### config.mk
export PLATFORM = sky130hd
export DESIGN_NAME = chunked_bump_allocator
export DESIGN_NICKNAME = d
export VERILOG_FILES = /design/src/rtl/core/cba_pkg.sv /design/src/rtl/core/chunked_bump_allocator.sv /design/src/rtl/core/cba_cell.sv
export SDC_FILE = /design/constraint.sdc
export NUM_CORES = 1
export LEC_CHECK = 0
export ABC_AREA = 1
export ABC_CLOCK_PERIOD_IN_PS = 7400
export BUFFER_PORTS_ARGS = -buffer_cell sky130_fd_sc_hd__buf_4
export CORE_ASPECT_RATIO = 0.6
export CORE_MARGIN = 3
export CORE_UTILIZATION = 47
export DETAILED_ROUTE_END_ITERATION = 16
export GPL_TIMING_DRIVEN = 0
export PLACE_DENSITY_LB_ADDON = 0.1
export SLEW_MARGIN = 20
export SYNTH_ARGS = -nofsm -noshare
export SYNTH_HDL_FRONTEND = slang
export SYNTH_HIERARCHICAL = 1
export SYNTH_SLANG_ARGS = --single-unit
### constraint.sdc
create_clock -name clk -period 7.4 [get_ports clk]
set_clock_uncertainty 0.15 [all_clocks]
set_input_delay 1.11 -clock clk [delete_from_list [all_inputs] [get_ports clk]]
set_output_delay 1.11 -clock clk [all_outputs]
set_load 0.02 [all_outputs]
### src/rtl/core/cba_pkg.sv
// ----------------------------------------------------------------------------
// cba_pkg
// Shared types and codes for the chunked bump allocator: result status codes,
// controller states and the request item that travels down the cell chain.
// ----------------------------------------------------------------------------
package cba_pkg;

  localparam int WORDS_W     = 8;
  localparam int STATUS_W    = 2;
  localparam int CHUNK_NUM_W = 4;
  localparam int OFFSET_W    = 7;

  localparam logic [STATUS_W-1:0] ST_GRANTED  = 2'd0;
  localparam logic [STATUS_W-1:0] ST_BAD_SIZE = 2'd1;
  localparam logic [STATUS_W-1:0] ST_NO_CHUNK = 2'd2;

  typedef enum logic [1:0] {
    S_IDLE,
    S_SCAN,
    S_DONE
  } state_t;

  typedef struct packed {
    logic                   valid;
    logic                   hit;
    logic [WORDS_W-1:0]     words;
    logic [CHUNK_NUM_W-1:0] chunk;
    logic [OFFSET_W-1:0]    offset;
  } pkt_t;

endpackage

### src/rtl/core/chunked_bump_allocator.sv
// ----------------------------------------------------------------------------
// chunked_bump_allocator
// Bump allocator over a row of chunk cells. A request walks the chain from
// the newest slot down to the oldest; the first open chunk with room grants
// it, otherwise the controller opens the next chunk or, when all are open, refuses it.
// ----------------------------------------------------------------------------
//   channel  | direction | ports
//   ---------+-----------+------------------------------------------------------
//   in_      | input     | in_valid, in_stall, in_request_words
//   out_     | output    | out_valid, out_stall, out_status, out_chunk_number,
//            |           | out_word_offset, out_opened_chunk
//
// A valid request enters the newest cell at its accept edge, moves one cell per
// cycle and the controller registers the decision from the oldest cell's output.
// A bad size skips the chain and gives its result in the cycle after accept. One
// item is in work at a time; in_stall stays high until the result is taken.
// Reset clears all open flags and the chunk count. out_stall holds the result
// as it is.
// ----------------------------------------------------------------------------
module chunked_bump_allocator #(
  parameter int CHUNK_WORDS = 128,
  parameter int MAX_CHUNKS  = 16
) (
  input  logic                             clk,
  input  logic                             rst_n,
  input  logic                             in_valid,
  output logic                             in_stall,
  input  logic [cba_pkg::WORDS_W-1:0]      in_request_words,
  output logic                             out_valid,
  input  logic                             out_stall,
  output logic [cba_pkg::STATUS_W-1:0]     out_status,
  output logic [cba_pkg::CHUNK_NUM_W-1:0]  out_chunk_number,
  output logic [cba_pkg::OFFSET_W-1:0]     out_word_offset,
  output logic                             out_opened_chunk
);
  import cba_pkg::*;

  localparam int FILL_W = $clog2(CHUNK_WORDS + 1);
  localparam int CW     = (FILL_W > WORDS_W) ? FILL_W : WORDS_W;
  localparam int CNT_W  = $clog2(MAX_CHUNKS + 1);
  localparam int IDX_W  = (MAX_CHUNKS > 1) ? $clog2(MAX_CHUNKS) : 1;

  state_t                 state_r, state_nxt;
  logic [CNT_W-1:0]       cnt_r, cnt_nxt;
  logic [STATUS_W-1:0]    status_r, status_nxt;
  logic [CHUNK_NUM_W-1:0] chunk_r, chunk_nxt;
  logic [OFFSET_W-1:0]    offset_r, offset_nxt;
  logic                   opened_r, opened_nxt;

  pkt_t                   chain [MAX_CHUNKS+1];
  logic                   accept;
  logic                   size_ok;
  logic                   open_en;
  logic [IDX_W-1:0]       open_idx;
  logic [CW-1:0]          words_ext;

  assign words_ext = CW'(in_request_words);
  assign size_ok   = (in_request_words != '0) && (words_ext <= CW'(CHUNK_WORDS));
  assign accept    = in_valid && !in_stall;
  assign open_idx  = cnt_r[IDX_W-1:0];

  assign chain[MAX_CHUNKS] = '{valid:  accept && size_ok,
                               hit:    1'b0,
                               words:  in_request_words,
                               chunk:  '0,
                               offset: '0};

  for (genvar i = 0; i < MAX_CHUNKS; i++) begin : g_cell
    cba_cell #(
      .CHUNK_WORDS (CHUNK_WORDS),
      .CELL_IDX    (i)
    ) u_cell (
      .clk        (clk),
      .rst_n      (rst_n),
      .pkt_in     (chain[i+1]),
      .pkt_out    (chain[i]),
      .open_en    (open_en && (open_idx == IDX_W'(i))),
      .open_words (chain[0].words)
    );
  end

  always_comb begin
    state_nxt = state_r;
    unique case (state_r)
      S_IDLE: begin
        if (in_valid) begin
          state_nxt = size_ok ? S_SCAN : S_DONE;
        end
      end
      S_SCAN: begin
        if (chain[0].valid) begin
          state_nxt = S_DONE;
        end
      end
      S_DONE: begin
        if (!out_stall) begin
          state_nxt = S_IDLE;
        end
      end
      default: state_nxt = S_IDLE;
    endcase
  end

  always_comb begin
    in_stall   = (state_r != S_IDLE);
    out_valid  = (state_r == S_DONE);
    open_en    = 1'b0;
    cnt_nxt    = cnt_r;
    status_nxt = status_r;
    chunk_nxt  = chunk_r;
    offset_nxt = offset_r;
    opened_nxt = opened_r;
    if (state_r == S_IDLE && in_valid && !size_ok) begin
      status_nxt = ST_BAD_SIZE;
      chunk_nxt  = '0;
      offset_nxt = '0;
      opened_nxt = 1'b0;
    end else if (state_r == S_SCAN && chain[0].valid) begin
      priority if (chain[0].hit) begin
        status_nxt = ST_GRANTED;
        chunk_nxt  = chain[0].chunk;
        offset_nxt = chain[0].offset;
        opened_nxt = 1'b0;
      end else if (cnt_r != CNT_W'(MAX_CHUNKS)) begin
        open_en    = 1'b1;
        cnt_nxt    = cnt_r + 1'b1;
        status_nxt = ST_GRANTED;
        chunk_nxt  = CHUNK_NUM_W'(cnt_r);
        offset_nxt = '0;
        opened_nxt = 1'b1;
      end else begin
        status_nxt = ST_NO_CHUNK;
        chunk_nxt  = '0;
        offset_nxt = '0;
        opened_nxt = 1'b0;
      end
    end
  end

  always_ff @(posedge clk) begin
    if (!rst_n) begin
      state_r <= S_IDLE;
      cnt_r   <= '0;
    end else begin
      state_r <= state_nxt;
      cnt_r   <= cnt_nxt;
    end
  end

  always_ff @(posedge clk) begin
    status_r <= status_nxt;
    chunk_r  <= chunk_nxt;
    offset_r <= offset_nxt;
    opened_r <= opened_nxt;
  end

  assign out_status       = status_r;
  assign out_chunk_number = chunk_r;
  assign out_word_offset  = offset_r;
  assign out_opened_chunk = opened_r;

endmodule

### src/rtl/core/cba_cell.sv
// ----------------------------------------------------------------------------
// cba_cell
// One chunk slot. Holds the fill level and open flag of its chunk, claims a
// passing request item when it has room, and hands the item to the next cell.
// ----------------------------------------------------------------------------
module cba_cell #(
  parameter int CHUNK_WORDS = 128,
  parameter int CELL_IDX    = 0
) (
  input  logic                         clk,
  input  logic                         rst_n,
  input  cba_pkg::pkt_t                pkt_in,
  output cba_pkg::pkt_t                pkt_out,
  input  logic                         open_en,
  input  logic [cba_pkg::WORDS_W-1:0]  open_words
);
  import cba_pkg::*;

  localparam int FILL_W = $clog2(CHUNK_WORDS + 1);
  localparam int CW     = (FILL_W > WORDS_W) ? FILL_W : WORDS_W;

  logic              open_r;
  logic [FILL_W-1:0] fill_r, fill_nxt;
  pkt_t              pkt_r, pkt_nxt;
  logic [CW-1:0]     room;
  logic [CW-1:0]     words_ext;
  logic [CW-1:0]     fill_ext;
  logic              fits;

  assign fill_ext  = CW'(fill_r);
  assign room      = CW'(CHUNK_WORDS) - fill_ext;
  assign words_ext = CW'(pkt_in.words);
  assign fits      = open_r && (words_ext <= room);

  always_comb begin
    pkt_nxt  = pkt_in;
    fill_nxt = fill_r;
    if (pkt_in.valid && !pkt_in.hit && fits) begin
      pkt_nxt.hit    = 1'b1;
      pkt_nxt.chunk  = CHUNK_NUM_W'(CELL_IDX);
      pkt_nxt.offset = fill_ext[OFFSET_W-1:0];
      fill_nxt       = fill_r + FILL_W'(pkt_in.words);
    end
    if (open_en) begin
      fill_nxt = FILL_W'(open_words);
    end
  end

  always_ff @(posedge clk) begin
    if (!rst_n) begin
      open_r <= 1'b0;
      pkt_r  <= '0;
    end else begin
      if (open_en) begin
        open_r <= 1'b1;
      end
      pkt_r <= pkt_nxt;
    end
  end

  always_ff @(posedge clk) begin
    fill_r <= fill_nxt;
  end

  assign pkt_out = pkt_r;

endmodule

Word level (Yosys, flattened, before mapping)
Cells that the tools add are included.
W data, S select, Z words.
Storage, ports and cells
  register bits: 501
  word-level logic and storage cells: 408
Cells by class
  $add $sub $neg: 33
  order comparisons: 17
  eq/ne operators: 21
  muxes and demuxes: 78
  bitwise operators: 3
  reductions and logical operators: 124
Operators with widths (number)
  $mux W8: 33
  $add A8 B8 Y8: 16
  $le A8 B8 Y1: 16
  $sub A8 B8 Y8 const A: 16
  $mux W11: 8
  $logic_and A1 B1 Y1: 69
  $mux W10: 4
  $reduce_bool A2 Y1: 17
  $eq A4 B4 Y1 const B: 8
  $reduce_or A2 Y1: 15
  $mux W1: 20
  $mux W9: 2
  $logic_not A1 Y1: 17
  $eq A4 B3 Y1 const B: 4
  $mux W7: 2
  $mux W2: 6
  $eq A4 B2 Y1 const B: 2
  $le A8 B8 Y1 const B: 1
  $mux W4: 2
  $reduce_bool A8 Y1: 1
  $pmux W2 S3: 1
  $add A5 B1 Y5 const B: 1
  $ne A5 B5 Y1 const B: 1
  $eq A4 B1 Y1 const B: 1
  10 further kinds: 13

Longest topological paths before layout
  depth after elaboration: 7
  depth in mapped cells: 16
  depth with buffers taken out: 15

Hierarchy
Netlist, hierarchy kept.
Modules (own cells, without submodules)
  cba_cell (g_cell[10].u_cell ...): instances 6, cells an instance 216, area an instance 1689.1 um^2, sequential area each 680.7 um^2
  cba_cell (g_cell[11].u_cell ...): instances 4, cells an instance 214, area an instance 1690.4 um^2, sequential area each 680.7 um^2
  cba_cell (g_cell[1].u_cell ...): instances 4, cells an instance 216, area an instance 1687.9 um^2, sequential area each 680.7 um^2
  cba_cell (g_cell[0].u_cell): instances 1, cells an instance 216, area an instance 1686.6 um^2, sequential area each 680.7 um^2
  cba_cell (g_cell[15].u_cell): instances 1, cells an instance 215, area an instance 1684.1 um^2, sequential area each 680.7 um^2
  chunked_bump_allocator: instances 1, cells an instance 175, area an instance 1159.9 um^2, sequential area each 420.4 um^2

Worst setup path after synthesis
Ideal clock, no wire load.
  path type: input-to-reg
  start point: input port in_request_words[5] (netlist name)
  end point: register g_cell[15].u_cell.fill_r[0] (enable)
  arrival: 2273 ps
  data required time: 6921 ps
  path slack: 4648 ps
  stages on the path: 9
  path buffers: 0
  path through: nor2_1 nand2_1 o21ai_1 nand3_1 inv_1 nand2_1 nor2_1 nand2_1 nand2_1
RTL lines
  start, declared: RTL line chunked_bump_allocator.sv:28  | input logic [cba_pkg::WORDS_W-1:0] in_request_words,
  end signal, assigned: RTL line cba_cell.sv:62  | fill_r <= fill_nxt;
  end, declared: RTL line cba_cell.sv:23  | logic [FILL_W-1:0] fill_r, fill_nxt;

Final worst setup path
  start point: register cnt_r[0]
  end point: register g_cell[7].u_cell.fill_r[0] (enable)
On the way
  longest elaborated chain between the ends: 7
Ends and longest elaborated chain
  start, declared: RTL line chunked_bump_allocator.sv:44  | logic [CNT_W-1:0] cnt_r, cnt_nxt;
  start signal, assigned: RTL line chunked_bump_allocator.sv:146  | cnt_r <= cnt_nxt;
  $ne A5 B5 Y1: RTL line chunked_bump_allocator.sv:124  | end else if (cnt_r != CNT_W'(MAX_CHUNKS)) begin
  $mux W1: RTL line chunked_bump_allocator.sv:124
  $mux W1: RTL line chunked_bump_allocator.sv:119  | priority if (chain[0].hit) begin
  $mux W1: RTL line chunked_bump_allocator.sv:118  | end else if (state_r == S_SCAN && chain[0].valid) begin
  $mux W1: RTL line chunked_bump_allocator.sv:113  | if (state_r == S_IDLE && in_valid && !size_ok) begin
  $logic_and A1 B1 Y1 (*): RTL line chunked_bump_allocator.sv:77  | .open_en (open_en && (open_idx == IDX_W'(i))),
  $reduce_bool A2 Y1 (no source line) (*)
  end signal, assigned: RTL line cba_cell.sv:62
  end, declared: RTL line cba_cell.sv:23
Every way passes the cells marked *; elsewhere a longest branch is shown, timed or not.
A chain may end at the register's enable or synchronous reset.

==> impl.org <==
** Status
- Outcome :: complete, no violations

** Final layout
- Syn-to-layout area delta :: 11.1%
- Area of the multi-input gates :: 13800 um^2
- At the end of the flow, the number of nets in the layout was 4008.
- After filler insertion, the fill cell instance count of the layout stands at 5608.
- The finished layout holds 4533 standard cells, fillers aside.
- Proportion of layout cells with a drive suffix above 1 :: 6.81%
- Summed area of non-filler cells in the final layout :: 31300 um^2
- In the final layout, flip-flops and latches occupy 11300 um^2.

** Timing
- For the final routed database, the setup TNS stands at 0 ps.
- Number of pins with negative max-slew slack in the final report :: 0
- Clock period minus final worst setup slack :: 3360 ps
- For the pin with the worst max-slew slack, the measured transition is 1130 ps.
- The worst path uses 45.5% of the clock period.
- Number of failing hold endpoints at the final stage :: 0
- Final setup fails :: 0
- Setup repair after global routing left no endpoint under its margin.
- In this run the tightest slew margin relative to its limit is 23.9%.
- Timing would allow up to 297 MHz.
- Post-layout worst setup margin :: 4040 ps

** Clock tree
- After clock tree synthesis, the repair step resized 0 gates.
- Hold-fix buffer count after cts :: 0
- In this run, CTS created clock tree buffers numbering 50.
- TritonCTS clock tree :: built
- CTS saw 501 sinks.
- Max H-tree Level :: 2
- The clock passes through at most 3 buffers.
- Clk pin slew, worst setup/hold paths :: 70 ps
- At the later pin of the worst-skew pair, clock insertion delay measures 590 ps.
- After clock tree synthesis, the setup repair step added 0 buffers.
- The tree is rooted in a clkbuf_16.

** Synthesis
- Among all flip-flop cells after synthesis, the most frequent one is dfxtp_1.
- Basic-gate share of the synthesized area counting and, or, nand and nor cells :: 22.4%
- After synthesis, the share of cell area in mux cells is 0.0355%.
- Complex-gate fraction of the synthesized area :: 9.80%
- Mean area per synthesized cell :: 7.78 um^2
- Yosys mapped a number of flops with a built-in enable equal to 128.
- By area the synthesized netlist is led by dfxtp_1 26%, edfxtp_1 14%, ha_1 12%, nand2_1 10%, inv_1 8.2%.
- Number of distinct standard cells referenced by the synthesized netlist :: 37
- Main combinational cell family by area after synthesis :: simple AND/OR/NAND/NOR gates
- The Yosys step of the flow raised 6 warnings.
- Gate count of the mapped netlist :: 3622
- Cell taking the most area after synthesis :: dfxtp_1
- Fraction of synthesis flops using an asynchronous set or reset pin :: 0%
- Sequential cell area fraction in the yosys report :: 40.1%
- Counting flops and latches in the post-synthesis netlist gives 501.
- Synthesized-area fraction occupied by adder cells :: 12.7%
- Of the post-synthesis cell area, the dominant cell type holds 26.5%.
- Post-Synth XOR/XNOR Area :: 4.01%
- Total standard cell area after synthesis :: 28200 um^2

** Setup path
- STA puts the critical path data required time at 7490 ps.
- STA classifies the critical path endpoint as a register.
- The most critical setup path has its startpoint at cnt_r[0]$_SDFFE_PN0P_.
- The startpoint identified for the worst register-to-register timing path is cnt_r[0]$_SDFFE_PN0P_.
- Worst stage delay on the critical path :: 860 ps
- On the critical path, the stage with the largest delay is an instance of nor3_1.
- In this run the worst path has a maximum fanout of 10.
- Buffers and inverters on the worst path :: 3
- Critical Path AT :: 3450 ps
- Crit-path cells :: inv_1, ha_1, nand3_2, nand2_2, buf_6, nor3_1, inv_1, nand2_1
- Grouping stages by cell kind, the critical path spends the most delay in simple AND/OR/NAND/NOR gates.
- STA classifies the critical path startpoint as a register.
- Critical path's most frequent cell :: inv_1
- The setup path with the least slack is of type register to register.

** Floorplan
- Top-level I/O count :: 28
- The floorplan step defined a die boundary enclosing 63000 um^2.
- The total area inside the core boundary comes to 58400 um^2.
- DIE WIDTH :: 322 um
- After floorplanning, the core was divided into 68 placement rows.
- Starting Density :: 48.3%
- Chip Height :: 196 um

** Drt
- After the first detailed-routing iteration, the DRC count stood at 2350.
- Average wire per cell in the routed design :: 17.1 um
- First-pass DRT Iterations :: 5
- The final layout contains routed wiring with a total length of 77.3 mm.
- The count of nets left with antenna violations once routing finished came out at 0.
- After detailed routing, the number of remaining DRC violations is 0.
- Total via count after detailed routing :: 22900
- Per-cell via count in the routed design :: 5.06

** Power
- Dividing total power by cell area gives a power density of 183 nW/um^2.
- Sum of internal, switching and leakage power :: 5.72 mW
- IR analysis of the VDD net gives a maximum drop of 153 uV.
- Leakage power :: 15.5 nW

** Global route
- Total global routing track utilization :: 24.6%
- Via count of the first global-routing pass :: 20800
- Initial antenna violation count :: 0
- GR Overflow Total :: 0
- Largest net degree at the start of global routing :: 22
- The first global-routing pass estimated 121 mm of wire.

** Place
- Placed cells :: 4438
- The congestion estimate from routability-driven global placement came to 0.891.
- Placed wire-length estimate :: 59.6 mm
- Area post-placement :: 29600 um^2
- Timing analysis after detailed placement gives a worst setup slack of 4020 ps.
- Port buffering added 27 buffers.

** Run
- Across the run, the number of max-cap violations was 0.

** Min path
- Kind of path behind the tightest hold check :: register to register
- Origin of the worst min-delay path :: g_cell[1].u_cell/pkt_out[7]$_SDFF_PN0_
-- path summary, 6_finish.rpt --
| kind | cells after the start | to | slack [ps] |
|---|---|---|---|
| max | 8 | g_cell[7].u_cell/fill_ext[0]$_DFFE_PP_ | 4040 |
| min | 2 | g_cell[0].u_cell/pkt_out[7]$_SDFF_PP0_ | 250 |
| max reg2reg | 8 | g_cell[7].u_cell/fill_ext[0]$_DFFE_PP_ | 4040 |
| min reg2reg | 2 | g_cell[0].u_cell/pkt_out[7]$_SDFF_PP0_ | 250 |
-- cells in the mapped netlist (all sizes together) (2+ instances only) --
master	count
a21boi	16
a21o	48
a21oi	264
a31oi	32
and3	4
buf	69
clkbuf	16
dfxtp	373
edfxtp	128
fa	16
ha	260
inv	621
nand2	810
nand3	249
nand4	49
nor2	337
nor3	51
o21ai	126
o31ai	16
or2	2
xnor2	33
xor2	96
-- stage by stage --
step / utilization (%) / hold slack [ps]
6_report: 53.6 / 252
5_1_grt: 53.6 / 279
4_1_cts: 53.6 / 251
3_5_place_dp: 50.6 / 250
3_3_place_gp: 50.4 / 247
2_1_floorplan: - / 244
-- logic make-up after synthesis --
| family | Yosys count |
|---|---|
| and+or+nand+nor | 1504 |
| other | 1 |
| adders and majority gates | 276 |
| DFF | 501 |
| buffers and inverters | 707 |
| xor gates and xnor gates | 129 |
| muxes | 1 |
| AOI/OAI and AO/OA | 503 |
-- cells in the final DEF, fill, tap and decap left out, types with 50 or more instances in the layout --
master       n
nand2_1    784
nand3_1    247
dfxtp_1    365
ha_1       260
nor3_1      50
inv_1      614
a21oi_1    264
nor2_1     319
edfxtp_1   128
clkbuf_16   60
o21ai_0    121
xor2_1      96
-- worst register-to-register path: stages (launching register included) --
cell,delay (ps)
dfxtp_1,420
inv_1,120
ha_1,240
nand3_2,120
nand2_2,100
buf_6,150
nor3_1,860
inv_1,380
nand2_1,470
-- layer usage --
| metal | wire length [um] | vias to the layer above | global-route usage [%] |
|---|---|---|---|
| li1 | - | 11800 | - |
| met1 | 44000 | 10300 | 43.4 |
| met2 | 24800 | 735 | 28.4 |
| met3 | 7420 | 75 | 5.71 |
| met4 | 1120 | 0 | 4.47 |
| met5 | 0 | - | 0 |
-- sequential cells by signal, summed over array words and instances (netlist names) --
name	count
g_cell.u_cell/pkt_out	336
g_cell.u_cell/open_r	16
out_status	2
out_chunk_number	4
cnt_r	5
state_r	2
g_cell.u_cell/fill_ext	128
out_opened_chunk	1
out_word_offset	7
-- report_power, final --
group	total [mW]	internal (mW)	switching (mW)
Clock	2.69	1.53	1.16
Combinational	0.196	0.0752	0.121
Sequential	2.83	2.82	0.0157
Total	5.72	4.42	1.30
-- area by class of cell --
class,instances,share of cell area [%]
Sequential cell,501,36.2
Tap cell,770,3.08
Buffer,85,2.40
Timing Repair Buffer,34,1.14
Clock inverter,24,0.572
Clock buffer,69,5.00
Antenna cell,2,0.0160
Multi-Input combinational cell,2426,44.2
Inverter,622,7.46
Power figures use the tool's default switching activity.
